===== src/rtl/core/hcd_pkg.sv =====
`timescale 1ns / 1ps
`default_nettype none

package hcd_pkg;

   // result kinds
   localparam logic [1:0] KIND_BYTE = 2'd0;
   localparam logic [1:0] KIND_END  = 2'd1;
   localparam logic [1:0] KIND_ERR  = 2'd2;

   // error codes
   localparam logic [2:0] ERR_NONE   = 3'd0;
   localparam logic [2:0] ERR_LINE   = 3'd1;
   localparam logic [2:0] ERR_OVER   = 3'd2;
   localparam logic [2:0] ERR_CRLF   = 3'd3;
   localparam logic [2:0] ERR_CANCEL = 3'd4;

   // width of the byte total field on the result channel
   localparam int PAYLOAD_TOTAL_W = 48;

   // characters of interest
   localparam logic [7:0] CHAR_CR    = 8'h0D;
   localparam logic [7:0] CHAR_LF    = 8'h0A;
   localparam logic [7:0] CHAR_TAB   = 8'h09;
   localparam logic [7:0] CHAR_VT    = 8'h0B;
   localparam logic [7:0] CHAR_FF    = 8'h0C;
   localparam logic [7:0] CHAR_SPACE = 8'h20;
   localparam logic [7:0] CHAR_SEMI  = 8'h3B;
   localparam logic [7:0] CHAR_ZERO  = 8'h30;
   localparam logic [7:0] CHAR_NINE  = 8'h39;
   localparam logic [7:0] CHAR_LO_A  = 8'h61;
   localparam logic [7:0] CHAR_LO_F  = 8'h66;
   localparam logic [7:0] CHAR_UP_A  = 8'h41;
   localparam logic [7:0] CHAR_UP_F  = 8'h46;
   localparam logic [7:0] CHAR_LO_X  = 8'h78;
   localparam logic [7:0] CHAR_UP_X  = 8'h58;

   // prefix tracking codes
   localparam logic [1:0] PFX_NONE = 2'd0;
   localparam logic [1:0] PFX_ZERO = 2'd1;
   localparam logic [1:0] PFX_0X   = 2'd2;
   localparam logic [1:0] PFX_PAST = 2'd3;

   typedef struct packed {
      logic [7:0] data_byte;
      logic       cancel;
   } req_item_type;

   typedef struct packed {
      logic [1:0]                 out_kind;
      logic [7:0]                 out_byte;
      logic [2:0]                 error_code;
      logic [PAYLOAD_TOTAL_W-1:0] payload_total;
   } rsp_item_type;

endpackage

`default_nettype wire


===== src/rtl/core/http_chunked_decoder.sv =====
`timescale 1ns / 1ps
`default_nettype none

// Chunked transfer body decoder: takes one raw body byte per item and returns
// each payload byte, an end item carrying the payload byte total, or an error
// item. Every accepted item is decoded in the cycle it is accepted and any
// result lands in the output register, or in the skid register while the
// output is stalled, so the block sustains one item per clock while req_stall
// is low. The skid register absorbs one result when rsp_stall is high;
// req_stall is raised only while that skid register is full, so input stalls
// follow output stalls. After an end or an error item every further input is
// accepted and dropped until reset. The chunk size is parsed in SIZE_BITS bits
// and the payload count saturates at TOTAL_BITS bits.
module http_chunked_decoder #(
   parameter int SIZE_BITS  = 32,
   parameter int TOTAL_BITS = 48
) (
   input  wire                  clock,
   input  wire                  reset,
   input  wire                  req_valid,
   output logic                 req_stall,
   input  hcd_pkg::req_item_type req_item,
   output logic                 rsp_valid,
   input  wire                  rsp_stall,
   output hcd_pkg::rsp_item_type rsp_item
);
   import hcd_pkg::*;

   localparam logic [2:0] PH_LINE    = 3'd0;
   localparam logic [2:0] PH_LINE_CR = 3'd1;
   localparam logic [2:0] PH_EXT     = 3'd2;
   localparam logic [2:0] PH_EXT_CR  = 3'd3;
   localparam logic [2:0] PH_DATA    = 3'd4;
   localparam logic [2:0] PH_WANT_CR = 3'd5;
   localparam logic [2:0] PH_WANT_LF = 3'd6;
   localparam logic [2:0] PH_DONE    = 3'd7;

   typedef struct packed {
      logic [SIZE_BITS-1:0] accum;
      logic                 digits;
      logic                 trail;
      logic [1:0]           prefix;
   } line_type;

   typedef struct packed {
      line_type   line;
      logic [2:0] err;
      logic       to_ext;
   } line_res_type;

   function automatic logic is_space(input logic [7:0] c);
      return (c == CHAR_SPACE) || (c == CHAR_TAB) || (c == CHAR_CR) ||
             (c == CHAR_LF) || (c == CHAR_VT) || (c == CHAR_FF);
   endfunction

   // hex digit value, bit 4 set when the character is a digit
   function automatic logic [4:0] hex_digit(input logic [7:0] c);
      logic [4:0] r;
      r = 5'd0;
      if (c >= CHAR_ZERO && c <= CHAR_NINE) begin
         r = {1'b1, 4'(c - CHAR_ZERO)};
      end else if (c >= CHAR_LO_A && c <= CHAR_LO_F) begin
         r = {1'b1, 4'(c - CHAR_LO_A + 8'd10)};
      end else if (c >= CHAR_UP_A && c <= CHAR_UP_F) begin
         r = {1'b1, 4'(c - CHAR_UP_A + 8'd10)};
      end
      return r;
   endfunction

   // one character of size text
   function automatic line_res_type line_char(input line_type st, input logic [7:0] c);
      line_res_type r;
      logic [4:0]   h;
      r        = '0;
      r.line   = st;
      r.err    = ERR_NONE;
      r.to_ext = 1'b0;
      h        = hex_digit(c);
      if (is_space(c)) begin
         if (st.prefix != PFX_NONE) begin
            r.line.trail = 1'b1;
         end
      end else if (st.trail) begin
         r.err = ERR_LINE;
      end else if (c == CHAR_SEMI) begin
         if (!st.digits) begin
            r.err = ERR_LINE;
         end else begin
            r.to_ext = 1'b1;
         end
      end else if ((c == CHAR_LO_X || c == CHAR_UP_X) && st.prefix == PFX_ZERO) begin
         r.line.prefix = PFX_0X;
         r.line.digits = 1'b0;
      end else if (!h[4]) begin
         r.err = ERR_LINE;
      end else begin
         r.line.prefix = (st.prefix == PFX_NONE && c == CHAR_ZERO) ? PFX_ZERO : PFX_PAST;
         if (|st.accum[SIZE_BITS-1 -: 4]) begin
            r.err = ERR_OVER;
         end else begin
            r.line.accum  = {st.accum[SIZE_BITS-5:0], h[3:0]};
            r.line.digits = 1'b1;
         end
      end
      return r;
   endfunction

   logic [2:0]            phase_ff, phase_in;
   line_type              line_ff, line_in, line_v;
   line_res_type          lr;
   logic [SIZE_BITS-1:0]  left_ff, left_in;
   logic [TOTAL_BITS-1:0] total_ff, total_in;
   logic [TOTAL_BITS+PAYLOAD_TOTAL_W-1:0] total_ext;
   logic                  do_end;
   logic                  res_valid;
   rsp_item_type          res;
   logic [7:0]            c;
   logic                  req_fire;
   logic                  rsp_take;
   logic                  out_valid_ff, skid_valid_ff;
   rsp_item_type          out_ff, skid_ff;

   assign c         = req_item.data_byte;
   assign req_stall = skid_valid_ff;
   assign req_fire  = req_valid && !skid_valid_ff;
   assign rsp_take  = out_valid_ff && !rsp_stall;
   assign rsp_valid = out_valid_ff;
   assign rsp_item  = out_ff;
   assign total_ext = {{PAYLOAD_TOTAL_W{1'b0}}, total_in};

   // decode of one byte
   always_comb begin
      phase_in          = phase_ff;
      line_in           = line_ff;
      line_v            = line_ff;
      left_in           = left_ff;
      total_in          = total_ff;
      lr                = '0;
      do_end            = 1'b0;
      res_valid         = 1'b0;
      res.out_kind      = KIND_BYTE;
      res.out_byte      = 8'd0;
      res.error_code    = ERR_NONE;
      if (phase_ff != PH_DONE) begin
         if (req_item.cancel) begin
            res_valid      = 1'b1;
            res.out_kind   = KIND_ERR;
            res.error_code = ERR_CANCEL;
         end else begin
            unique case (phase_ff) inside
               PH_LINE, PH_LINE_CR: begin
                  if (phase_ff == PH_LINE_CR && c == CHAR_LF) begin
                     do_end = 1'b1;
                  end else begin
                     // a lone CR inside the size text counts as whitespace
                     if (phase_ff == PH_LINE_CR && line_ff.prefix != PFX_NONE) begin
                        line_v.trail = 1'b1;
                     end
                     if (c == CHAR_CR) begin
                        phase_in = PH_LINE_CR;
                        line_in  = line_v;
                     end else begin
                        lr       = line_char(line_v, c);
                        line_in  = lr.line;
                        phase_in = lr.to_ext ? PH_EXT : PH_LINE;
                        if (lr.err != ERR_NONE) begin
                           res_valid      = 1'b1;
                           res.out_kind   = KIND_ERR;
                           res.error_code = lr.err;
                        end
                     end
                  end
               end
               PH_EXT, PH_EXT_CR: begin
                  if (phase_ff == PH_EXT_CR && c == CHAR_LF) begin
                     do_end = 1'b1;
                  end else begin
                     phase_in = (c == CHAR_CR) ? PH_EXT_CR : PH_EXT;
                  end
               end
               PH_DATA: begin
                  if (total_ff != {TOTAL_BITS{1'b1}}) begin
                     total_in = total_ff + 1'b1;
                  end
                  left_in = left_ff - 1'b1;
                  if (left_ff == SIZE_BITS'(1)) begin
                     phase_in = PH_WANT_CR;
                  end
                  res_valid    = 1'b1;
                  res.out_byte = c;
               end
               PH_WANT_CR: begin
                  if (c != CHAR_CR) begin
                     res_valid      = 1'b1;
                     res.out_kind   = KIND_ERR;
                     res.error_code = ERR_CRLF;
                  end else begin
                     phase_in = PH_WANT_LF;
                  end
               end
               PH_WANT_LF: begin
                  if (c != CHAR_LF) begin
                     res_valid      = 1'b1;
                     res.out_kind   = KIND_ERR;
                     res.error_code = ERR_CRLF;
                  end else begin
                     line_in  = '0;
                     phase_in = PH_LINE;
                  end
               end
               default: begin
                  phase_in = PH_DONE;
               end
            endcase
            // end of a size line
            if (do_end) begin
               if (!line_ff.digits) begin
                  res_valid      = 1'b1;
                  res.out_kind   = KIND_ERR;
                  res.error_code = ERR_LINE;
               end else if (line_ff.accum == '0) begin
                  res_valid    = 1'b1;
                  res.out_kind = KIND_END;
               end else begin
                  left_in  = line_ff.accum;
                  line_in  = '0;
                  phase_in = PH_DATA;
               end
            end
         end
      end
      res.payload_total = total_ext[PAYLOAD_TOTAL_W-1:0];
      if (res_valid && res.out_kind != KIND_BYTE) begin
         phase_in = PH_DONE;
      end
   end

   // decoder state
   always_ff @(posedge clock) begin
      if (reset) begin
         phase_ff <= PH_LINE;
         line_ff  <= '0;
         left_ff  <= '0;
         total_ff <= '0;
      end else if (req_fire) begin
         phase_ff <= phase_in;
         line_ff  <= line_in;
         left_ff  <= left_in;
         total_ff <= total_in;
      end
   end

   // output register with skid stage
   always_ff @(posedge clock) begin
      if (reset) begin
         out_valid_ff  <= 1'b0;
         skid_valid_ff <= 1'b0;
      end else if (skid_valid_ff) begin
         if (rsp_take) begin
            out_ff        <= skid_ff;
            skid_valid_ff <= 1'b0;
         end
      end else if (req_fire && res_valid) begin
         if (!out_valid_ff || rsp_take) begin
            out_ff       <= res;
            out_valid_ff <= 1'b1;
         end else begin
            skid_ff       <= res;
            skid_valid_ff <= 1'b1;
         end
      end else if (rsp_take) begin
         out_valid_ff <= 1'b0;
      end
   end

endmodule

`default_nettype wire


===== config.mk =====
export PLATFORM = sky130hd
export DESIGN_NAME = http_chunked_decoder
export DESIGN_NICKNAME = d
export VERILOG_FILES = /design/src/rtl/core/hcd_pkg.sv /design/src/rtl/core/http_chunked_decoder.sv
export SDC_FILE = /design/constraint.sdc
export NUM_CORES = 1
export LEC_CHECK = 0
export BUFFER_PORTS_ARGS = -buffer_cell sky130_fd_sc_hd__buf_2
export CAP_MARGIN = 10
export CORE_MARGIN = 3
export CORE_UTILIZATION = 45
export DETAILED_ROUTE_END_ITERATION = 16
export GPL_TIMING_DRIVEN = 0
export PLACE_DENSITY = 0.58
export SYNTH_ARGS = -nofsm -noshare
export SYNTH_HDL_FRONTEND = slang
export SYNTH_SLANG_ARGS = --single-unit

===== constraint.sdc =====
create_clock -name clock -period 9.1 [get_ports clock]
set_clock_uncertainty 0.15 [all_clocks]
set_input_delay 0.455 -clock clock [delete_from_list [all_inputs] [get_ports clock]]
set_output_delay 0.455 -clock clock [all_outputs]
set_load 0.01 [all_outputs]

==> results of run 1 <==
[synthesized netlist by cell type (15+ instances only)]
cell type    n  area, um^2
a22o_1      32       280.3
mux2_2      39       439.2
edfxtp_1   122        3664
nor2_1     105       394.1
a21oi_1     62       310.3
o211ai_1    15       112.6
or4_1       34       255.2
and2_1      15       93.84
o21ai_0     66       330.3
inv_1       27       101.4
or3_1       22       137.6
nand3_1     36       180.2
nor4_1      28       175.2
nor3_1      39       195.2
xnor2_1     26       227.7
o31ai_1     27       202.7
and3_1      15       93.84
nand2_1     76       285.3
xor2_1      26       227.7
nand4_1     19       118.9
clkbuf_1    64       240.2
dfxtp_1    121        2422
a31oi_1     15       93.84
[kinds of logic after synthesis]
family,after synthesis,synth area share
compound gates,324,0.1842
buf+inv,108,0.03682
simple gates,448,0.1985
flops,243,0.4961
fa+ha+maj,8,0.008159
xor+xnor,53,0.03845
mux,41,0.03784
[layout make-up]
class                           count  area, um^2  share of cell area
Timing Repair Buffer               82       467.9             0.03326
Sequential cell                   243        6086              0.4325
Inverter                           27       101.3            0.007203
Multi-Input combinational cell    874        5748              0.4085
Buffer                             81       350.3             0.02490
Tap cell                          335       419.2             0.02979
Clock inverter                     14       137.6            0.009782
Clock buffer                       36       759.5             0.05398
[report_power, final]
group | leakage [nW] | switching [mW] | internal, mW
Sequential | 2.02 | 0.0142 | 1.19
Combinational | 2.46 | 0.159 | 0.0825
Clock | 0.451 | 0.461 | 0.646
[layout by cell type (no fill, tap or decap), types with 32 or more instances in the layout]
master / n
mux2_2: 39
nor2_1: 105
nand2_1: 76
buf_2: 84
dfxtp_1: 121
a22o_1: 32
or4_1: 34
a21oi_1: 62
edfxtp_1: 122
nor3_1: 38
clkbuf_1: 68
nand3_1: 36
o21ai_0: 66
[through the flow]
step                      power (mW)  cell area, um^2
after global routing           2.633            14070
after CTS                      2.566            14070
final                          2.549            14070
after detailed placement       1.464            13170
after floorplan                1.378            12270
after global placement         1.461            13060
[final timing paths]
kind               startpoint          end  slack (ns)  cells past startpoint
hold reg to reg   left_ff[24]  left_ff[24]        0.34                      2
setup reg to reg  phase_ff[2]  skid_ff[42]        4.66                     11
hold / removal      rsp_stall    req_stall        0.06                      3
setup / recovery  phase_ff[2]  skid_ff[42]        4.66                     11
[per-layer routing]
layer,part of all wire,global-route usage
met4,0.034,0.07838
met3,0.052,0.02842
met2,0.46,0.3909
met1,0.45,0.3221
met5,0,0
[state kept, by name, summed over array words and instances (netlist names)]
name / count
rsp_item: 61
phase_ff: 3
skid_ff: 61
left_ff: 32
req_stall: 1
total_ff: 48
line_ff: 36
rsp_valid: 1
[critical path: cells and delay by family (launching register included)]
kind | cells | cell delay [ns]
AO/OA/AOI/OAI | 3 | 1.17
buffers and inverters | 5 | 1.33
flip-flops | 1 | 0.37
AND/OR/NAND/NOR | 3 | 1.10
==> impl_metrics.env, run 1 <==
export IMPL_outcome="complete, no violations"
export IMPL_path_class="reg2reg"
export IMPL_tightest_slew_ns=1.113
export IMPL_wl_per_cell_um=20.58
export IMPL_drc=0
export IMPL_globalRoute_totalOverflow=0
export IMPL_mappedNetlistNets=1246
export IMPL_cts_hold_buffers=0
export IMPL_max_freq_ghz=0.2251
export IMPL_grt_start_max_net_pins=21
export IMPL_setup_viol=0
export IMPL_required_ns=9.20
export IMPL_antenna_found_initial=0
export IMPL_tritoncts="done"
export IMPL_rsz0062_at_grt="false"
export IMPL_syn_avg_cell_area_um2=10.01
export IMPL_hold_viol_final=0
export IMPL_cts_repair_resized=0
export IMPL_drt_initial_drc_count=821
export IMPL_finalWorstSetupSlack_ns=4.658
export IMPL_cts_setup_buffers=0
export IMPL_drv_slew=0
export IMPL_cp_slowest_cell="nor3_2"
export IMPL_initial_core_util=0.4642
export IMPL_n_antenna_cell=0
export IMPL_fp_row_count=59
export IMPL_fin_util=0.5324
export IMPL_instances_no_fill=1692
export IMPL_crit_path_end_kind="flip-flop"
export IMPL_place_inst=1642
export IMPL_powerDensity_nw_per_um2=181.2
export IMPL_ys_seq_area_frac=0.4961
export IMPL_cts_buffer_depth=3
export IMPL_port_buffers=74
export IMPL_clock_sinks=243
export IMPL_htreeDepth=1
export IMPL_fillers=2410
export IMPL_clockRootBuffer="clkbuf_16"
export IMPL_period_share=0.4881
export IMPL_drive_gt1_frac=0.1621
export IMPL_holdWs_ns=0.05766
export IMPL_yosysWarningCount=0
export IMPL_synth_ff_type="edfxtp_1"
export IMPL_grt_pass1_wl_um=54830
export IMPL_gp_congestion=0.9455
export IMPL_cp_start_kind="flip-flop"
export IMPL_dpl_worst_slack_ns=4.529
export IMPL_fin_nets=1357
export IMPL_crit_arrival_ns=4.54
export IMPL_cts_buffers=27
export IMPL_drt_total_wl_um=34820
export IMPL_vias_per_cell=6.007
export IMPL_ir_drop_mv=0.2104
export IMPL_grt_pass1_vias=9742
export IMPL_period_minus_slack_ns=4.442
export IMPL_syn_area_um2=12270
export IMPL_ys_ff_latch=243
export IMPL_path_clk_slew_ns=0.06
export IMPL_die_w_um=171.1
export IMPL_synthCells=1225
export IMPL_drtAntennaViolNets=0
export IMPL_ios=76
export IMPL_syn_to_final_growth_pct=14.69
export IMPL_hold_path_class="in2reg"
export IMPL_async_flop_share=0
export IMPL_dieArea_um2=29280
export IMPL_p_leak_nw=4.925
export IMPL_relSlewSlack=0.2512
export IMPL_num_vias=10160
export IMPL_worst_path_max_fanout=13
export IMPL_die_h_um=171.1
export IMPL_worstPathCellList="clkbuf_1 > nor2_1 > a21oi_1 > nand4_1 > o32ai_1 > o31ai_1 > nor3_2 > buf_4 > buf_4 > buf_6 > buf_6"
export IMPL_grtUsageTotal=0.2357
export IMPL_clk_latency_ns=0.55
export IMPL_hpwlAfterDp_um=25070
export IMPL_slowest_delay_ns=0.65
export IMPL_fin_setup_tns_ns=0
export IMPL_ys_types=86
export IMPL_firstDrtPassIters=5
export IMPL_cap_violations=0
export IMPL_synth_edf_count=122
export IMPL_coreArea_um2=26430
Note: power is estimated with default switching activity, not from simulation.
==> inputs of run 2 (changes only) <==
- clock period: 9.1 -> 4.17 ns (I/O delays scaled with it)
==> impl_metrics.env, run 2 (same netlist as run 1, synthesis figures left out) <==
export IMPL_powerDensity_nw_per_um2=415.0
export IMPL_vias_per_cell=6.084
export IMPL_setup_viol=0
export IMPL_cp_slowest_cell="o31ai_1"
export IMPL_period_share=0.9074
export IMPL_cts_buffers=27
export IMPL_drtAntennaViolNets=0
export IMPL_coreArea_um2=26430
export IMPL_wl_per_cell_um=20.26
export IMPL_place_inst=1640
export IMPL_r2r_cells=10
export IMPL_dieArea_um2=29280
export IMPL_cap_violations=0
export IMPL_die_w_um=171.1
export IMPL_outcome="complete, no violations"
export IMPL_grt_pass1_wl_um=55140
export IMPL_ios=76
export IMPL_drt_total_wl_um=34530
export IMPL_total_power_mw=5.970
export IMPL_fillers=2385
export IMPL_cp_start_kind="primary input"
export IMPL_multiInputGateArea_um2=5762
export IMPL_fin_setup_tns_ns=0
export IMPL_dpl_worst_slack_ns=0.1211
export IMPL_period_minus_slack_ns=3.784
export IMPL_tightest_slew_ns=1.085
export IMPL_antenna_found_initial=0
export IMPL_ff_latch_area_um2=6086
export IMPL_grtUsageTotal=0.2342
export IMPL_drive_gt1_frac=0.1651
export IMPL_slowest_delay_ns=0.72
export IMPL_path_common_cell="buf_8"
export IMPL_hold_path_class="in2reg"
export IMPL_htreeDepth=1
export IMPL_cts_buffer_depth=3
export IMPL_gp_congestion=0.9453
export IMPL_grt_pass1_vias=9919
export IMPL_worst_path_max_fanout=20
export IMPL_relSlewSlack=0.2699
export IMPL_tritoncts="done"
export IMPL_drt_initial_drc_count=805
export IMPL_initial_core_util=0.4642
export IMPL_required_ns=4.30
export IMPL_path_class="in2reg"
export IMPL_whs_path_depth=5
export IMPL_die_h_um=171.1
export IMPL_hpwlAfterDp_um=24860
export IMPL_p_leak_nw=5.062
export IMPL_fp_row_count=59
export IMPL_rsz0062_at_grt="false"
export IMPL_holdWs_ns=0.1182
export IMPL_drc=0
export IMPL_ff2ff_setup_slack_ns=0.55
export IMPL_syn_to_final_growth_pct=17.26
export IMPL_layout_commonest_cell="edfxtp_1"
export IMPL_path_clk_slew_ns=0.06
export IMPL_crit_path_end_kind="flip-flop"
export IMPL_instances_no_fill=1704
export IMPL_hold_viol_final=0
export IMPL_layout_common_cells="122 x edfxtp_1, 121 x dfxtp_1, 105 x nor2_1"
export IMPL_finalWorstSetupSlack_ns=0.3862
export IMPL_globalRoute_totalOverflow=0
export IMPL_crit_arrival_ns=3.92
export IMPL_clock_sinks=243
export IMPL_ir_drop_mv=0.3382
export IMPL_firstDrtPassIters=6
export IMPL_fin_nets=1370
export IMPL_worstPathCellList="dlygate4sd3_1 > buf_2 > inv_1 > ha_1 > or3b_2 > and3_1 > o21ai_0 > o32ai_2 > o31ai_1 > a211oi_4 > buf_12 > buf_8 > buf_8"
export IMPL_clk_latency_ns=0.54
export IMPL_n_antenna_cell=0
export IMPL_clockRootBuffer="clkbuf_16"
export IMPL_grt_start_max_net_pins=21
export IMPL_drv_slew=0
export IMPL_max_freq_ghz=0.2643
export IMPL_num_vias=10370
export IMPL_port_buffers=74
[run 2: cell count changes in the layout (fill, tap and decap cells not counted), moves of 2 or more]
| cell | before | now |
|---|---|---|
| dlygate4sd3_1 | 0 | 8 |
| buf_6 | 6 | 4 |
| bufinv_16 | 2 | 8 |
| clkinv_2 | 6 | 2 |
| inv_4 | 2 | 0 |
| buf_8 | 4 | 6 |
| buf_4 | 3 | 7 |
| clkinv_4 | 2 | 0 |
[run 2: critical path, delay by kind of cell]
| family | cells | cell delay, ns |
|---|---|---|
| buffers and inverters | 6 | 1.39 |
| AOI/OAI and AO/OA | 4 | 1.38 |
| and+or+nand+nor | 2 | 0.71 |
| adders and majority gates | 1 | 0.20 |
[run 2: timing repair]
item                                   in CTS  in global routing
gates resized for setup                     0                  1
setup endpoints to repair                   0                 91
endpoints found under the hold margin      10                  0
setup buffers                               0                  7
hold buffers                                8                  0
[run 2: worst paths after layout]
check                               endpoint         from
worst max-delay path            rsp_item[40]  req_item[1]
worst min-delay path              line_ff[4]  req_item[3]
worst min register to register    left_ff[7]   left_ff[7]
worst max register to register   skid_ff[40]  phase_ff[2]
[run 2: where the power goes]
group          internal, mW  switching [mW]  total [mW]
clock                  1.82           0.985        2.81
combinational         0.193           0.349       0.542
sequential             2.59          0.0314        2.62
total                  4.61            1.36        5.97
[run 2: metrics by stage]
stage / instance area, um^2 / utilization
global route: 14390 / 0.5443
floorplan: 12290 / -
finish: 14390 / 0.5443
detailed placement: 13170 / 0.4984
global placement: 13080 / 0.4950
CTS: 14310 / 0.5416
[run 2: final cells by class]
| class | instances | area share |
|---|---|---|
| Sequential cell | 243 | 0.4231 |
| Tap cell | 335 | 0.02914 |
| Timing Repair Buffer | 95 | 0.04210 |
| Clock inverter | 12 | 0.01853 |
| Clock buffer | 37 | 0.05523 |
| Buffer | 81 | 0.02435 |
| Inverter | 27 | 0.007045 |
| Multi-Input combinational cell | 874 | 0.4005 |
[run 2: layer usage]
layer / global-route usage / vias up / share of wire
met1: 0.3199 / 4974 / 0.45
met5: 0 / - / 0
li1: - / 4950 / -
met3: 0.03281 / 84 / 0.057
met2: 0.3854 / 359 / 0.46
met4: 0.07803 / 0 / 0.035
==> inputs of run 3 (changes only) <==
- ABC_AREA: not set -> 1
==> impl_metrics.env, run 3 <==
export IMPL_path_class="reg2reg"
export IMPL_max_freq_ghz=0.2777
export IMPL_num_vias=13860
export IMPL_firstDrtPassIters=5
export IMPL_globalRoute_totalOverflow=0
export IMPL_grt_start_max_net_pins=31
export IMPL_crit_path_end_kind="flip-flop"
export IMPL_syn_avg_cell_area_um2=6.999
export IMPL_critPathBufInv=6
export IMPL_clockPowerShare=0.396
export IMPL_clockRootBuffer="clkbuf_16"
export IMPL_synthXorXnorAreaFrac=0.02241
export IMPL_layout_common_cells="689 x nand2_1, 233 x nor2_1, 184 x inv_1"
export IMPL_yosysWarningCount=0
export IMPL_ir_drop_mv=0.2804
export IMPL_synth_edf_count=122
export IMPL_hold_viol_final=0
export IMPL_synth_common_cells="689 x nand2_1, 234 x nor2_1, 184 x inv_1"
export IMPL_p_int_mw=4.418
export IMPL_powerDensity_nw_per_um2=375.9
export IMPL_cp_slowest_cell="clkbuf_1"
export IMPL_p_switching_mw=1.756
export IMPL_ys_types=46
export IMPL_rsz0062_at_grt="false"
export IMPL_yosysMostFrequentCell="nand2_1"
export IMPL_synthCells=2066
export IMPL_cp_start_kind="flip-flop"
export IMPL_syn_area_um2=14460
export IMPL_synth_area_leaders="edfxtp_1 25%, nand2_1 18%, dfxtp_1 17%"
export IMPL_drive_gt1_frac=0.1087
export IMPL_die_w_um=185.3
export IMPL_fin_setup_tns_ns=0
export IMPL_fin_util=0.5191
export IMPL_drt_total_wl_um=47660
export IMPL_grt_pass1_vias=13140
export IMPL_clk_latency_ns=0.56
export IMPL_hold_path_class="in2reg"
export IMPL_p_seq_frac=0.442
export IMPL_power_switching_share=0.2844
export IMPL_worstPathCellList="buf_2 > nor2_2 > nand2_2 > inv_2 > buf_4 > clkbuf_1 > nor2_1 > nand2_1 > nor2_1 > nand2_1 > nand3_1 > a21oi_4 > buf_16 > buf_12"
export IMPL_wl_per_cell_um=18.33
export IMPL_hpwlAfterDp_um=36680
export IMPL_htreeDepth=1
export IMPL_placed_area_um2=15440
export IMPL_mappedNetlistNets=2087
export IMPL_crit_family="buffers and inverters"
export IMPL_fp_row_count=65
export IMPL_synth_compound_area_share=0.1159
export IMPL_ios=76
export IMPL_drv_slew=0
export IMPL_synth_top_area_cell="edfxtp_1"
export IMPL_async_flop_share=0
export IMPL_gp_congestion=0.9901
export IMPL_fin_nets=2200
export IMPL_drc=0
export IMPL_clock_sinks=243
export IMPL_path_clk_slew_ns=0.06
export IMPL_port_buffers=72
export IMPL_outcome="complete, no violations"
export IMPL_synth_ff_type="edfxtp_1"
export IMPL_antenna_found_initial=0
export IMPL_ys_seq_area_frac=0.4209
export IMPL_cts_setup_buffers=0
export IMPL_design_area_um2=16420
export IMPL_combPwrFrac=0.162
export IMPL_initial_core_util=0.4571
export IMPL_tritoncts="done"
export IMPL_cts_buffers=28
export IMPL_p_leak_nw=7.228
export IMPL_setup_viol=0
export IMPL_coreArea_um2=31640
export IMPL_syn_to_final_growth_pct=13.57
export IMPL_die_h_um=185.3
export IMPL_crit_arrival_ns=3.70
export IMPL_slowest_delay_ns=0.55
export IMPL_vias_per_cell=5.330
export IMPL_drtAntennaViolNets=0
export IMPL_n_antenna_cell=0
export IMPL_dieArea_um2=34320
export IMPL_relSlewSlack=0.4497
export IMPL_synthSimpleGateAreaFrac=0.3521
export IMPL_synthAdderAreaFrac=0.006922
export IMPL_cts_buffer_depth=3
export IMPL_period_minus_slack_ns=3.601
export IMPL_layout_commonest_cell="nand2_1"
export IMPL_synthMuxAreaShare=0
export IMPL_grt_pass1_wl_um=74120
export IMPL_synth_top_family_by_area="simple AND/OR/NAND/NOR gates"
export IMPL_drt_initial_drc_count=987
export IMPL_period_share=0.8635
export IMPL_ys_ff_latch=243
export IMPL_cap_violations=0
export IMPL_required_ns=4.27
export IMPL_grtUsageTotal=0.2765
export IMPL_worst_path_max_fanout=28
export IMPL_tightest_slew_ns=0.8254
export IMPL_yosysTopAreaCellShare=0.2534
## run 3: cell types whose count changed after synthesis, moves of 25 or more
cell | previous run | this run
nand2_1 | 76 | 689
inv_1 | 27 | 184
a22o_1 | 32 | 0
mux2_2 | 39 | 0
a31oi_1 | 15 | 42
a21oi_1 | 62 | 123
o21ai_1 | 2 | 69
or4_1 | 34 | 0
o31ai_1 | 27 | 2
nand3_1 | 36 | 127
nor2_1 | 105 | 234
## run 3: layout make-up
class,instances,area [um^2]
plain buffers,89,411.6
clock inverters,7,61.31
multi-input cells,1529,7209
flip-flops and latches,243,6086
repair buffers,83,525.5
fillers,3211,15210
clock buffers,43,853.3
well taps,402,503.0
inverters,205,772.0
## run 3: power groups by stage
stage          Clock (mW)  Sequential [mW]  Combinational, mW
6_report             2.45             2.73              0.997
5_1_grt              2.58             2.74               1.13
4_1_cts              2.50             2.73               1.00
3_5_place_dp            0             2.78              0.990
3_3_place_gp            0             2.78              0.969
2_1_floorplan           0             2.78              0.656
## run 3: worst paths after layout
check | endpoint | cells after the start | slack, ns | start
min reg2reg | line_ff[35] | 2 | 0.32 | line_ff[35]
max reg2reg | rsp_item[23] | 14 | 0.57 | phase_ff[1]
max | rsp_item[23] | 14 | 0.57 | phase_ff[1]
min | skid_ff[52] | 3 | 0.02 | req_item[2]
## run 3: worst register-to-register path, stage by stage, from the launching register on
cell      delay [ns]
dfxtp_1         0.29
buf_2           0.16
nor2_2          0.13
nand2_2         0.12
inv_2           0.14
buf_4           0.27
clkbuf_1        0.55
nor2_1          0.15
nand2_1         0.11
nor2_1          0.04
nand2_1         0.10
nand3_1         0.11
a21oi_4         0.47
buf_16          0.25
buf_12          0.22
## run 3: metrics by stage
step | setup slack, ns | power (mW) | cells | hold slack, ns
floorplan | 0.3543 | 3.437 | 2066 | 0.2634
global placement | -1.226 | 3.751 | 2540 | 0.3023
detailed placement | 0.6312 | 3.767 | 2544 | 0.3069
CTS | 0.6119 | 6.227 | 2601 | 0.003134
global route | 0.4133 | 6.446 | 2601 | 0.03655
finish | 0.5690 | 6.174 | 2601 | 0.01796
## run 3: layer usage
layer,part of all wire,up-vias,GRT usage
met5,0,-,0
met4,0.040,0,0.09814
met3,0.040,87,0.02651
met2,0.50,365,0.5021
met1,0.42,6425,0.3415
li1,-,6986,-
## run 3: cell families (layout without fill, tap and decap cells)
kind of cell / after synthesis / count (layout)
compound gates: 308 / 308
flops: 243 / 243
xor+xnor: 37 / 37
buf+inv: 294 / 427
fa+ha+maj: 8 / 8
simple gates: 1176 / 1176
## run 3: repair_timing
action	4_1_cts	5_1_grt
gates resized for setup	0	0
hold endpoints to repair	11	0
hold buffers	7	0
